<file path="src/rtl/core/bsm_pkg.sv">
package bsm_pkg;

  localparam int BITMAP_BITS_DEF = 256;
  localparam int WORD_BITS_DEF   = 64;

  localparam int OPCODE_W = 3;
  localparam int INDEX_W  = 8;
  localparam int STATUS_W = 2;
  localparam int POS_W    = 8;
  localparam int CFG_W    = 9;

  localparam logic [CFG_W-1:0] BITS_IN_USE_RST = CFG_W'(256);

  localparam logic [OPCODE_W-1:0] OP_TEST_SET       = 3'd0;
  localparam logic [OPCODE_W-1:0] OP_TEST_CLR       = 3'd1;
  localparam logic [OPCODE_W-1:0] OP_LAST_SET_CLR   = 3'd2;
  localparam logic [OPCODE_W-1:0] OP_LAST_ZERO_SET  = 3'd3;
  localparam logic [OPCODE_W-1:0] OP_FIRST_SET_CLR  = 3'd4;
  localparam logic [OPCODE_W-1:0] OP_FIRST_ZERO_SET = 3'd5;

  localparam logic [STATUS_W-1:0] STAT_DONE   = 2'd0;
  localparam logic [STATUS_W-1:0] STAT_DENIED = 2'd1;
  localparam logic [STATUS_W-1:0] STAT_NODATA = 2'd2;

  typedef enum logic [1:0] {
    ST_CLEAR,
    ST_IDLE,
    ST_EVAL,
    ST_POST
  } state_t;

  typedef struct packed {
    logic clear;
    logic start;
    logic scan_next;
    logic finish;
    logic out_load_eval;
    logic out_load_post;
  } ctrl_cmd_t;

  typedef struct packed {
    logic clear_last;
    logic item_done;
    logic out_free;
  } dp_stat_t;

endpackage

</file>
<file path="src/rtl/core/bsm_ram.sv">
module bsm_ram #(
  parameter int WIDTH = 64,
  parameter int DEPTH = 4
) (
  input  logic                                        clk,
  input  logic                                        we,
  input  logic [((DEPTH > 1) ? $clog2(DEPTH) : 1)-1:0] waddr,
  input  logic [WIDTH-1:0]                            wdata,
  input  logic [((DEPTH > 1) ? $clog2(DEPTH) : 1)-1:0] raddr,
  output logic [WIDTH-1:0]                            rdata
);

  logic [WIDTH-1:0] mem_r [DEPTH];
  logic [WIDTH-1:0] rdata_r;

  always_ff @(posedge clk) begin
    if (we) begin
      mem_r[waddr] <= wdata;
    end
    rdata_r <= mem_r[raddr];
  end

  assign rdata = rdata_r;

endmodule

</file>
<file path="src/rtl/core/bsm_ctrl.sv">
module bsm_ctrl (
  input  logic                 clk,
  input  logic                 rst_n,
  input  logic                 in_valid,
  output logic                 in_ready,
  input  bsm_pkg::dp_stat_t    stat,
  output bsm_pkg::ctrl_cmd_t   cmd
);

  bsm_pkg::state_t state_r;
  bsm_pkg::state_t state_nxt;

  always_ff @(posedge clk) begin
    if (!rst_n) begin
      state_r <= bsm_pkg::ST_CLEAR;
    end else begin
      state_r <= state_nxt;
    end
  end

  // next state
  always_comb begin
    state_nxt = state_r;
    case (state_r)
      bsm_pkg::ST_CLEAR: begin
        if (stat.clear_last) state_nxt = bsm_pkg::ST_IDLE;
      end
      bsm_pkg::ST_IDLE: begin
        if (in_valid) state_nxt = bsm_pkg::ST_EVAL;
      end
      bsm_pkg::ST_EVAL: begin
        if (stat.item_done) begin
          state_nxt = stat.out_free ? bsm_pkg::ST_IDLE : bsm_pkg::ST_POST;
        end
      end
      bsm_pkg::ST_POST: begin
        if (stat.out_free) state_nxt = bsm_pkg::ST_IDLE;
      end
      default: state_nxt = bsm_pkg::ST_CLEAR;
    endcase
  end

  // outputs
  always_comb begin
    cmd      = '0;
    in_ready = 1'b0;
    case (state_r)
      bsm_pkg::ST_CLEAR: begin
        cmd.clear = 1'b1;
      end
      bsm_pkg::ST_IDLE: begin
        in_ready  = 1'b1;
        cmd.start = in_valid;
      end
      bsm_pkg::ST_EVAL: begin
        cmd.scan_next     = !stat.item_done;
        cmd.finish        = stat.item_done;
        cmd.out_load_eval = stat.item_done && stat.out_free;
      end
      bsm_pkg::ST_POST: begin
        cmd.out_load_post = stat.out_free;
      end
      default: begin
        cmd = '0;
      end
    endcase
  end

endmodule

</file>
<file path="src/rtl/core/bsm_dp.sv">
module bsm_dp #(
  parameter int BITMAP_BITS = bsm_pkg::BITMAP_BITS_DEF,
  parameter int WORD_BITS   = bsm_pkg::WORD_BITS_DEF
) (
  input  logic                          clk,
  input  logic                          rst_n,
  input  logic                          cfg_wr_en,
  input  logic [bsm_pkg::CFG_W-1:0]     cfg_wr_data,
  input  logic [bsm_pkg::OPCODE_W-1:0]  in_opcode,
  input  logic [bsm_pkg::INDEX_W-1:0]   in_bit_index,
  input  logic                          out_ready,
  output logic                          out_valid,
  output logic [bsm_pkg::STATUS_W-1:0]  out_status,
  output logic [bsm_pkg::POS_W-1:0]     out_position,
  input  bsm_pkg::ctrl_cmd_t            cmd,
  output bsm_pkg::dp_stat_t             stat
);

  localparam int NWORDS    = (BITMAP_BITS + WORD_BITS - 1) / WORD_BITS;
  localparam int AW        = (NWORDS > 1) ? $clog2(NWORDS) : 1;
  localparam int OW        = $clog2(WORD_BITS);
  localparam int CW_A      = $clog2(BITMAP_BITS + WORD_BITS + 1);
  localparam int CW        = (CW_A > bsm_pkg::CFG_W) ? CW_A : bsm_pkg::CFG_W + 1;
  localparam int IDX_SPAN  = 1 << bsm_pkg::INDEX_W;
  localparam int IDX_WRDS  = (IDX_SPAN + WORD_BITS - 1) / WORD_BITS;
  localparam int DEC_WORDS = (IDX_WRDS < NWORDS) ? IDX_WRDS : NWORDS;
  localparam int TOP_BASE  = (NWORDS - 1) * WORD_BITS;

  function automatic logic op_test(input logic [bsm_pkg::OPCODE_W-1:0] op);
    return op == bsm_pkg::OP_TEST_SET || op == bsm_pkg::OP_TEST_CLR;
  endfunction

  function automatic logic op_top(input logic [bsm_pkg::OPCODE_W-1:0] op);
    return op == bsm_pkg::OP_LAST_SET_CLR || op == bsm_pkg::OP_LAST_ZERO_SET;
  endfunction

  logic [bsm_pkg::CFG_W-1:0]    bits_in_use_r, bits_in_use_nxt;
  logic [bsm_pkg::OPCODE_W-1:0] op_r, op_nxt;
  logic [OW-1:0]                off_r, off_nxt;
  logic [AW-1:0]                addr_r, addr_nxt;
  logic [CW-1:0]                base_r, base_nxt;
  logic [AW-1:0]                clr_cnt_r, clr_cnt_nxt;
  logic [bsm_pkg::STATUS_W-1:0] res_status_r, res_status_nxt;
  logic [bsm_pkg::POS_W-1:0]    res_pos_r, res_pos_nxt;
  logic                         out_valid_r, out_valid_nxt;
  logic [bsm_pkg::STATUS_W-1:0] out_status_r, out_status_nxt;
  logic [bsm_pkg::POS_W-1:0]    out_position_r, out_position_nxt;

  logic [bsm_pkg::INDEX_W-1:0]  idx_m;
  logic [AW-1:0]                idx_word;
  logic [OW-1:0]                idx_off;
  logic [AW-1:0]                start_addr, next_addr;
  logic [CW-1:0]                n_eff;

  logic [WORD_BITS-1:0]         rd_data, cand, flip_mask, new_word;
  logic [OW-1:0]                sel;
  logic                         is_test, is_search, want, from_top;
  logic                         bit_cur, hit, modify, last_word;
  logic [bsm_pkg::STATUS_W-1:0] ev_status;
  logic [bsm_pkg::POS_W-1:0]    ev_pos;

  logic                         ram_we;
  logic [AW-1:0]                ram_waddr, ram_raddr;
  logic [WORD_BITS-1:0]         ram_wdata;

  // bit index to word and offset
  always_comb begin
    idx_m    = in_bit_index;
    idx_word = '0;
    idx_off  = '0;
    for (int k = 1; k < 4; k++) begin
      if (int'(in_bit_index) >= k * BITMAP_BITS) begin
        idx_m = bsm_pkg::INDEX_W'(int'(in_bit_index) - k * BITMAP_BITS);
      end
    end
    for (int q = 0; q < DEC_WORDS; q++) begin
      if (int'(idx_m) >= q * WORD_BITS) begin
        idx_word = AW'(q);
        idx_off  = OW'(int'(idx_m) - q * WORD_BITS);
      end
    end
  end

  assign n_eff = (CW'(bits_in_use_r) > CW'(BITMAP_BITS)) ? CW'(BITMAP_BITS)
                                                         : CW'(bits_in_use_r);

  assign start_addr = op_test(in_opcode) ? idx_word
                    : (op_top(in_opcode) ? AW'(NWORDS - 1) : '0);
  assign next_addr  = from_top ? AW'(addr_r - 1'b1) : AW'(addr_r + 1'b1);

  // word evaluation
  always_comb begin
    is_test   = op_test(op_r);
    from_top  = op_top(op_r);
    is_search = op_r == bsm_pkg::OP_LAST_SET_CLR || op_r == bsm_pkg::OP_LAST_ZERO_SET ||
                op_r == bsm_pkg::OP_FIRST_SET_CLR || op_r == bsm_pkg::OP_FIRST_ZERO_SET;
    want      = op_r == bsm_pkg::OP_LAST_SET_CLR || op_r == bsm_pkg::OP_FIRST_SET_CLR;
    for (int b = 0; b < WORD_BITS; b++) begin
      cand[b] = (rd_data[b] == want) && ((base_r + CW'(b)) < n_eff);
    end
    sel = '0;
    if (from_top) begin
      for (int b = 0; b < WORD_BITS; b++) begin
        if (cand[b]) sel = OW'(b);
      end
    end else begin
      for (int b = WORD_BITS - 1; b >= 0; b--) begin
        if (cand[b]) sel = OW'(b);
      end
    end
    hit       = |cand;
    bit_cur   = rd_data[off_r];
    modify    = is_test ? (bit_cur != (op_r == bsm_pkg::OP_TEST_SET)) : (is_search && hit);
    flip_mask = WORD_BITS'(1) << (is_test ? off_r : sel);
    new_word  = rd_data ^ flip_mask;
    last_word = from_top ? (addr_r == '0) : (addr_r == AW'(NWORDS - 1));
    if (is_test) begin
      ev_status = modify ? bsm_pkg::STAT_DONE : bsm_pkg::STAT_DENIED;
    end else if (is_search && hit) begin
      ev_status = bsm_pkg::STAT_DONE;
    end else begin
      ev_status = bsm_pkg::STAT_NODATA;
    end
    ev_pos = (is_search && hit) ? bsm_pkg::POS_W'(base_r + CW'(sel)) : '0;
  end

  assign ram_we    = cmd.clear || (cmd.finish && modify);
  assign ram_waddr = cmd.clear ? clr_cnt_r : addr_r;
  assign ram_wdata = cmd.clear ? '0 : new_word;
  assign ram_raddr = cmd.start ? start_addr : next_addr;

  bsm_ram #(
    .WIDTH (WORD_BITS),
    .DEPTH (NWORDS)
  ) u_ram (
    .clk   (clk),
    .we    (ram_we),
    .waddr (ram_waddr),
    .wdata (ram_wdata),
    .raddr (ram_raddr),
    .rdata (rd_data)
  );

  always_comb begin
    bits_in_use_nxt  = cfg_wr_en ? cfg_wr_data : bits_in_use_r;
    op_nxt           = op_r;
    off_nxt          = off_r;
    addr_nxt         = addr_r;
    base_nxt         = base_r;
    clr_cnt_nxt      = cmd.clear ? AW'(clr_cnt_r + 1'b1) : clr_cnt_r;
    res_status_nxt   = res_status_r;
    res_pos_nxt      = res_pos_r;
    out_valid_nxt    = out_valid_r;
    out_status_nxt   = out_status_r;
    out_position_nxt = out_position_r;
    if (cmd.start) begin
      op_nxt   = in_opcode;
      off_nxt  = idx_off;
      addr_nxt = start_addr;
      base_nxt = op_top(in_opcode) ? CW'(TOP_BASE) : '0;
    end
    if (cmd.scan_next) begin
      addr_nxt = next_addr;
      base_nxt = from_top ? CW'(base_r - CW'(WORD_BITS)) : CW'(base_r + CW'(WORD_BITS));
    end
    if (cmd.finish) begin
      res_status_nxt = ev_status;
      res_pos_nxt    = ev_pos;
    end
    if (cmd.out_load_eval) begin
      out_valid_nxt    = 1'b1;
      out_status_nxt   = ev_status;
      out_position_nxt = ev_pos;
    end else if (cmd.out_load_post) begin
      out_valid_nxt    = 1'b1;
      out_status_nxt   = res_status_r;
      out_position_nxt = res_pos_r;
    end else if (out_ready) begin
      out_valid_nxt = 1'b0;
    end
  end

  always_ff @(posedge clk) begin
    if (!rst_n) begin
      bits_in_use_r <= bsm_pkg::BITS_IN_USE_RST;
      clr_cnt_r     <= '0;
      out_valid_r   <= 1'b0;
    end else begin
      bits_in_use_r <= bits_in_use_nxt;
      clr_cnt_r     <= clr_cnt_nxt;
      out_valid_r   <= out_valid_nxt;
    end
  end

  always_ff @(posedge clk) begin
    op_r           <= op_nxt;
    off_r          <= off_nxt;
    addr_r         <= addr_nxt;
    base_r         <= base_nxt;
    res_status_r   <= res_status_nxt;
    res_pos_r      <= res_pos_nxt;
    out_status_r   <= out_status_nxt;
    out_position_r <= out_position_nxt;
  end

  assign stat.clear_last = clr_cnt_r == AW'(NWORDS - 1);
  assign stat.item_done  = !is_search || hit || last_word;
  assign stat.out_free   = !out_valid_r || out_ready;

  assign out_valid    = out_valid_r;
  assign out_status   = out_status_r;
  assign out_position = out_position_r;

  a_load_needs_free: assert property (@(posedge clk) disable iff (!rst_n)
    (cmd.out_load_eval || cmd.out_load_post) |-> (!out_valid_r || out_ready))
    else $error("result loaded over an unread beat");

  a_pos_zero_unless_done: assert property (@(posedge clk) disable iff (!rst_n)
    (out_valid_r && out_status_r != bsm_pkg::STAT_DONE) |-> out_position_r == '0)
    else $error("nonzero position on a failed beat");

  a_no_write_on_start: assert property (@(posedge clk) disable iff (!rst_n)
    cmd.start |-> !ram_we)
    else $error("bitmap written while a request is taken");

  a_no_scan_past_end: assert property (@(posedge clk) disable iff (!rst_n)
    cmd.scan_next |-> (is_search && !last_word))
    else $error("scan stepped past the last word");

endmodule

</file>
<file path="src/rtl/core/bitmap_search_and_mark.sv">
// bitmap allocator: keeps a bitmap, cleared at reset, and serves one request per beat
// input beat: in_opcode and in_bit_index on in_valid/in_ready
//   test-set / test-clear flip the addressed bit or answer denied
//   the four searches find the lowest or highest set or clear bit among the
//   first bits_in_use bits, flip it and return its position, or answer no data
// result beat: out_status and out_position on out_valid/out_ready, one per request
// cfg_wr_en/cfg_wr_data write bits_in_use (reset 256); the user must write it only
//   while the block is idle, since the block itself does not enforce this
// a test request is evaluated in the state after acceptance; the block then returns
//   to idle and takes the next request once the result is loaded for output
// a search reads one bitmap word per cycle from the word memory, nearest end first,
//   and stops at the first hit or at the last word of the bitmap
// after reset a clearing pass writes zeros to every word, one word a cycle, and
//   in_ready stays low meanwhile
// the output register holds a finished result while the receiver stalls, and the next
//   request is still accepted; its result waits inside until the register drains
module bitmap_search_and_mark #(
  parameter int BITMAP_BITS = bsm_pkg::BITMAP_BITS_DEF,
  parameter int WORD_BITS   = bsm_pkg::WORD_BITS_DEF
) (
  input  logic                          clk,
  input  logic                          rst_n,
  input  logic                          cfg_wr_en,
  input  logic [bsm_pkg::CFG_W-1:0]     cfg_wr_data,
  input  logic                          in_valid,
  output logic                          in_ready,
  input  logic [bsm_pkg::OPCODE_W-1:0]  in_opcode,
  input  logic [bsm_pkg::INDEX_W-1:0]   in_bit_index,
  output logic                          out_valid,
  input  logic                          out_ready,
  output logic [bsm_pkg::STATUS_W-1:0]  out_status,
  output logic [bsm_pkg::POS_W-1:0]     out_position
);

  bsm_pkg::ctrl_cmd_t cmd;
  bsm_pkg::dp_stat_t  stat;

  bsm_ctrl u_ctrl (
    .clk      (clk),
    .rst_n    (rst_n),
    .in_valid (in_valid),
    .in_ready (in_ready),
    .stat     (stat),
    .cmd      (cmd)
  );

  bsm_dp #(
    .BITMAP_BITS (BITMAP_BITS),
    .WORD_BITS   (WORD_BITS)
  ) u_dp (
    .clk          (clk),
    .rst_n        (rst_n),
    .cfg_wr_en    (cfg_wr_en),
    .cfg_wr_data  (cfg_wr_data),
    .in_opcode    (in_opcode),
    .in_bit_index (in_bit_index),
    .out_ready    (out_ready),
    .out_valid    (out_valid),
    .out_status   (out_status),
    .out_position (out_position),
    .cmd          (cmd),
    .stat         (stat)
  );

endmodule

</file>
<file path="config.mk">
export PLATFORM = sky130hd
export DESIGN_NAME = bitmap_search_and_mark
export DESIGN_NICKNAME = d
export VERILOG_FILES = /design/src/rtl/core/bsm_pkg.sv /design/src/rtl/core/bsm_ram.sv /design/src/rtl/core/bsm_ctrl.sv /design/src/rtl/core/bsm_dp.sv /design/src/rtl/core/bitmap_search_and_mark.sv
export SDC_FILE = /design/constraint.sdc
export NUM_CORES = 1
export LEC_CHECK = 0
export BUFFER_PORTS_ARGS = -buffer_cell sky130_fd_sc_hd__buf_2
export CAP_MARGIN = 10
export CORE_UTILIZATION = 48
export CTS_CLUSTER_DIAMETER = 50
export DETAILED_ROUTE_END_ITERATION = 12
export PLACE_DENSITY_LB_ADDON = 0.15
export SKIP_CTS_REPAIR_TIMING = 1
export SLEW_MARGIN = 20
export SYNTH_ARGS = -nofsm -noshare
export SYNTH_HDL_FRONTEND = slang
export SYNTH_SLANG_ARGS = --single-unit
</file>
<file path="constraint.sdc">
create_clock -name clk -period 7.3 [get_ports clk]
set_input_delay 0.365 -clock clk [delete_from_list [all_inputs] [get_ports clk]]
set_output_delay 0.365 -clock clk [all_outputs]
set_load 0.02 [all_outputs]
</file>
# --- Yosys cells after proc, flatten, opt, wreduce, memory -nomap -nowiden ---
# Memory sizes are Yosys's and may differ from the RTL's. A register that Yosys moved wholly into a read port is not among the register bits.
# Cells that the tools add are included.
op_classes:
  n_bitwise: 1
  add_sub_neg: 72
  shift: 1
  mux: 176
  order_cmp: 69
  reduce_logical: 90
  eq_ne: 82
op_table:
  columns: ["operator", "count"]
  rows:
  - ["less-than comparator 10 bit", 63]
  - ["two-way mux 6 bit", 101]
  - ["adder 10 x 6 -> 10 bit, second input constant", 32]
  - ["adder 10 x 5 -> 10 bit, second input constant", 16]
  - ["adder 10 x 4 -> 10 bit, second input constant", 8]
  - ["two-way mux 5 bit", 16]
  - ["logical AND 1 bit", 67]
  - ["equality test 1 bit", 64]
  - ["two-way mux 64 bit", 1]
  - ["OR reduction 64 bit", 1]
  - ["<< shifter 1 x 6 -> 64 bit, first input constant", 1]
  - ["bitwise XOR 64 bit", 1]
  - ["adder 10 x 3 -> 10 bit, second input constant", 4]
  - ["two-way mux 2 bit", 20]
  - ["two-way mux 4 bit", 8]
  - ["two-way mux 8 bit", 4]
  - ["two-way mux 10 bit", 3]
  - ["adder 10 x 2 -> 10 bit, second input constant", 2]
  - ["subtractor 6 x 1 -> 6 bit, second input constant", 3]
  - ["greater-or-equal comparator 8 bit, second input constant", 2]
  - ["two-way mux 1 bit", 15]
  - ["two-way mux 3 bit", 5]
  - ["equality test 3 x 2 -> 1 bit, second input constant", 4]
  - ["logical OR 1 bit", 11]
  - ["other kinds (26)", 39]
word_totals:
  mem_bits_rw: 256
  elab_cells: 504
  regBits: 55
  memories: 1
  inputBits: 25
  out_inout_bits: 12
mem_list:
  columns: ["memory", "words", "word_bits", "rd", "rd_clocked_by_memory_dff", "wr", "line_no", "rtl"]
  rows:
  - ["u_dp.u_ram.mem_r", 4, 64, 1, 1, 1, "bsm_ram.sv:13", "logic [WIDTH-1:0] mem_r [DEPTH];"]

# --- Depth between registers and ports, before layout ---
depth:
  ltp_word: 73
  depth_mapped: 23
  mapped_depth_nobuf: 14

# --- Hierarchy ---
# Synthesis repeated with hierarchy kept, for this count alone.
hier_totals:
  hier_cells: 1709
  area_unflattened_um2: 20355.8
modules_own_cells:
  columns: ["module", "seq_area_each_um2", "area_each_um2", "cells_per_inst", "instances"]
  rows:
  - ["bsm_ram", 8968.6, 10622.7, 402, 1]
  - ["bsm_dp", 1291.2, 9496.6, 1282, 1]
  - ["bsm_ctrl", 40.0, 236.5, 25, 1]

# --- Worst setup path after synthesis ---
# No wires, ideal clock.
synth_timing:
  path_kind: "flip-flop to flip-flop"
  from: "register u_dp.bits_in_use_r[8] in the netlist's numbering"
  to: "memory u_dp.u_ram.mem_r[0][0], enable pin"
  synth_period_minus_slack_ns: 7.282
  setup_slack_ns: 0.018
  n_path_buf: 4
  setup_ns: 0.486
  required_time_ns: 6.814
  arrival_time_ns: 6.795
  path_stages_with_launch: 17
  cell_sequence: "dfxtp_1 -> buf_2 -> clkbuf_1 -> inv_1 -> ha_1 -> nand4b_1 -> clkbuf_1 -> o31ai_1 -> nor3b_1 -> o311ai_0 -> a2bb2oi_1 -> and3_1 -> buf_2 -> nor3b_1 -> nor2b_1 -> a21oi_1 -> nor2_1"
synth_rtl:
  columns: ["item", "line_no", "rtl"]
  rows:
  - ["start: declaration", "bsm_dp.sv:37", "logic [bsm_pkg::CFG_W-1:0] bits_in_use_r, bits_in_use_nxt;"]
  - ["start signal: assignment", "bsm_dp.sv:185", "bits_in_use_r <= bsm_pkg::BITS_IN_USE_RST;"]
  - ["start signal: assignment", "bsm_dp.sv:189", "bits_in_use_r <= bits_in_use_nxt;"]
  - ["end: declaration", "bsm_ram.sv:13", null]

# --- Worst setup path in the final report ---
layout_timing:
  from: "register u_dp.bits_in_use_r[4] in the netlist's numbering"
  to: "memory u_dp.u_ram.mem_r[2][50] (data pin)"
layout_between:
  elab_chain_len: 73
  elab_cells_between_ends: 262
  classes_between: "order compare: 65; shift: 1; mux: 131; bitwise: 1; reduce/logical: 64"
layout_rtl:
  columns: ["item", "line_no", "rtl"]
  rows:
  - ["> comparator 9 bit", "bsm_dp.sv:84", "assign n_eff = (CW'(bits_in_use_r) > CW'(BITMAP_BITS)) ? CW'(BITMAP_BITS)"]
  - ["two-way mux 9 bit *", "bsm_dp.sv:84", null]
  - ["less-than comparator 10 bit", "bsm_dp.sv:99", "cand[b] = (rd_data[b] == want) && ((base_r + CW'(b)) < n_eff);"]
  - ["logical AND 1 bit", "bsm_dp.sv:99", null]
  - ["two-way mux 6 bit (64 in series)", "bsm_dp.sv:108", "if (cand[b]) sel = OW'(b);"]
  - ["two-way mux 6 bit *", "bsm_dp.sv:102", "if (from_top) begin"]
  - ["two-way mux 6 bit *", "bsm_dp.sv:114", "flip_mask = WORD_BITS'(1) << (is_test ? off_r : sel);"]
  - ["<< shifter 1 x 6 -> 64 bit *", "bsm_dp.sv:114", null]
  - ["bitwise XOR 64 bit *", "bsm_dp.sv:115", "new_word = rd_data ^ flip_mask;"]
  - ["two-way mux 64 bit *", "bsm_dp.sv:129", "assign ram_wdata = cmd.clear ? '0 : new_word;"]
  - ["via u_dp.ram_wdata[50]", "bsm_dp.sv:64", "logic [WORD_BITS-1:0] ram_wdata;"]
# Mark *: on every way through the listed nets, which the timed path passes. The rest lies on a longest branch.

==> flow_summary_export.csv <==
group,metric,value,unit
global_route,antenna_found_initial,0,
synthesis,ys.flop_type,"edfxtp_1",
timing,finalHoldViolations,0,
synthesis,synth_nets,2070,
synthesis,synthesis.area,0.0211,mm^2
routing,drc,0,
setup_path,crit_slowest_cell,"dfxtp_1",
cts,cts_tree,"done",
timing,clock_skew,28.0,ps
global_route,grt_use_total,30.8,%
routing,drt_iter0_drc,1940,
die,core,0.0433,mm^2
die,initial_core_util,48.8,%
run,maxCapViolations,0,
cts,htreeDepth,2,
setup_path,path_class,"register to register",
pwr,p_per_area,436,mW/mm^2
die,die_area,0.0448,mm^2
global_route,busiest_layer,"met2",
setup_path,cp_cell_sequence,"nor3b_2, nand3_1, o211ai_1, o311ai_0, a2bb2oi_1, o21ai_0, a2bb2oi_1, a2bb2oi_2, nand4_1, buf_4, nor4b_1, mux2_2",
die,pin_count,37,
cts,root_buffer,"clkbuf_16",
placement,hpwl,45600,um
setup_path,endpoint_kind,"register",
global_route,grtUsageMet3,3.83,%
timing,rsz0062_at_grt,"no",
cts,cts_max_path_buffers,3,
pwr,vdd_ir_drop_max,0.357,mV
setup_path,crit_path_frequent_cell,"a2bb2oi_1",
synthesis,synth_edf_count,291,
timing,fin_crit,5800,ps
pwr,power.total,0.0102,W
synthesis,synthArstFlopShare,0,%
routing,wirelength,69000,um
final_layout,area_growth,11.0,%
run_status,status,"finished clean",
synthesis,yosys_warnings,0,
setup_path,cp.arrival,6120,ps
global_route,grt_pass1_vias,15900,
setup_path,crit_required,7620,ps
routing,dr.pass1.iters,6,
final_layout,n_antenna_cell,0,
final_layout,fin_nets,2048,
routing,vias,17200,
final_layout,final_common_cell,"edfxtp_1",
setup_path,max_stage_delay,930,ps
global_route,grt_remaining_overflow,0,
hold_path,hold_depth,1,
synthesis,synth_seq_cells,369,
routing,antenna_left,0,
cts,clock_latency,590,ps
die,rows,76,
timing,clock.fmax,0.172,GHz
synthesis,yosysUniqueCellTypes,104,
setup_path,path_buf_inv,1,
placement,port_buffers,36,
cts,clk_pin_slew_worst_paths,60,ps
setup_path,r2r_cells,12,
die,die_w,212,um
synthesis,syn_inst,2033,
global_route,use_met1,43.7,%
hold_path,hp-start,"in_opcode[2]",
global_route,use_met2,48.2,%
global_route,grt_max_degree,125,
setup_path,crit-reg2reg-launch,"u_dp.bits_in_use_r[4]",
setup_path,cp_max_fo,21,
cts,clock-sinks,369,
setup_path,worst-r2r-setup-slack,1500,ps
placement,gp_congestion,1.07,
hold_path,hold_end,"u_dp.op_r[2]",
cts,cts_inserted_buffers,43,
final_layout,final_cell_mix,"edfxtp_1 (291), nand2_1 (186), nor2_1 (157)",
pwr,p_leak,7.98,nW
global_route,grt_pass1_wl,103000,um
routing,viasPerCell,6.54,
timing,setup_viol,0,
setup_path,r2r_end,"u_dp.u_ram.mem_r[2][50]",
setup_path,crit_family,"compound AO/OA/AOI/OAI gates",
setup_path,startpoint_type,"register",
timing,slew_headroom,29.1,%
synthesis,yosysSeqAreaShare,48.8,%
routing,wl_per_cell,26.2,um
synthesis,syn_avg_cell_area,10.4,um^2
timing,worst_pin_slew,1060,ps
timing,fin_crit_sh,79.5,%
timing,finalSetupTns,0,ps
timing,drv_slew,0,
final_layout,drive_gt1_share,15.5,%
hold_path,hold_path.class,"input pin to register",
die,chipHeight,212,um
[cell usage after synthesis (all sizes together), types with 7 or more instances]
| master | instances | area [um^2] |
|---|---|---|
| mux4 | 21 | 473 |
| o21ai | 79 | 399 |
| a21o | 18 | 135 |
| nor2 | 163 | 614 |
| o2111ai | 15 | 131 |
| o21a | 8 | 60.1 |
| edfxtp | 291 | 8740 |
| nor3b | 15 | 133 |
| or2 | 9 | 56.3 |
| o211ai | 22 | 165 |
| a221oi | 11 | 96.3 |
| dfxtp | 78 | 1560 |
| nor4 | 34 | 265 |
| nor4bb | 15 | 150 |
| and3 | 9 | 56.3 |
| a211oi | 82 | 621 |
| o22ai | 7 | 43.8 |
| and2 | 77 | 482 |
| a31o | 7 | 61.3 |
| a2111oi | 7 | 67.6 |
| nand2 | 189 | 717 |
| clkbuf | 118 | 444 |
| o31ai | 18 | 135 |
| or3 | 38 | 238 |
| mux2 | 74 | 833 |
| buf | 50 | 278 |
| o21bai | 10 | 75.1 |
| mux2i | 12 | 120 |
| a311oi | 8 | 76.3 |
| o311a | 8 | 80.1 |
| inv | 30 | 113 |
| nor2b | 60 | 375 |
| nand3 | 35 | 175 |
| xnor2 | 20 | 194 |
| nand2b | 14 | 87.6 |
| ha | 11 | 138 |
| nor3 | 34 | 170 |
| a31oi | 90 | 563 |
| a21oi | 70 | 350 |
| nand4 | 23 | 144 |
| o311ai | 13 | 129 |
| nor4b | 34 | 359 |
[cell type report]
type / count / area, um^2
Sequential cell: 369 / 10300
Multi-Input combinational cell: 1466 / 10100
Clock inverter: 19 / 200
Tap cell: 585 / 732
Inverter: 30 / 113
Fill cell: 3826 / 19800
Clock buffer: 61 / 1200
Timing Repair Buffer: 101 / 808
[stage by stage]
stage	util, %	cell area [um^2]	cells	setup slack (ps)	hold WS, ps
2_1_floorplan	-	21100	2033	18.3	460
3_3_place_gp	50.7	21900	2543	1630	495
3_5_place_dp	50.7	21900	2544	1670	490
5_1_grt	54.1	23400	2631	1230	9.73
6_report	54.1	23400	2631	1500	16.0
4_1_cts	54.0	23400	2624	1680	-56.4
[routing by layer]
layer	up-vias	share of wire, %
met2	727	45
met3	148	7.0
met5	-	0
met4	0	3.7
li1	7771	-
met1	8563	44
[cell families (layout without fill, tap and decap cells)]
family | after synthesis | in the layout | share of synthesized area [%]
AND/OR/NAND/NOR | 779 | 779 | 20.3
buffers and inverters | 198 | 211 | 3.95
XOR/XNOR | 23 | 23 | 1.08
adder cells (fa/ha/maj) | 12 | 12 | 0.747
AO/OA/AOI/OAI | 545 | 545 | 18.3
multiplexers | 107 | 107 | 6.76
flip-flops | 369 | 369 | 48.8
[registers in the layout, summed over array words and instances, names as in the netlist]
signal              flops
u_dp.u_ram.mem_r      256
u_dp.u_ram.rdata       64
u_dp.bits_in_use_r      9
u_dp.out_position       8
u_dp.res_pos_r          8
u_dp.off_r              6
u_dp.base_r             4
u_dp.op_r               3
u_ctrl.state_r          2
u_dp.addr_r             2
u_dp.clr_cnt_r          2
u_dp.out_status         2
u_dp.res_status_r       2
u_dp.out_valid          1
[power by group]
group          internal [W]  switching [W]
sequential          0.00329       0.000571
combinational       0.00150        0.00277
clock               0.00121       0.000870
total               0.00600        0.00421
[worst reg2reg max path: stages (launching register included)]
cell and delay, ps:
dfxtp_1 930, nor3b_2 840, nand3_1 430, o211ai_1 430
o311ai_0 320, a2bb2oi_1 610, o21ai_0 160, a2bb2oi_1 300
a2bb2oi_2 300, nand4_1 130, buf_4 290, nor4b_1 410
mux2_2 410
[worst max path at each step]
stage,to,from,slack [ps],depth (start not counted)
finish,u_dp.u_ram.mem_r[2][50],u_dp.bits_in_use_r[4],1500,12
global placement,u_dp.u_ram.mem_r[0][33],u_dp.bits_in_use_r[4],1630,12
detailed placement,u_dp.u_ram.mem_r[2][5],u_dp.bits_in_use_r[8],1670,14
global route,u_dp.u_ram.mem_r[0][3],u_dp.bits_in_use_r[8],1230,14
floorplan,u_dp.u_ram.mem_r[0][0],u_dp.bits_in_use_r[8],20,16
CTS,u_dp.u_ram.mem_r[0][5],u_dp.bits_in_use_r[8],1680,14
(Power assumes the default switching activity.)
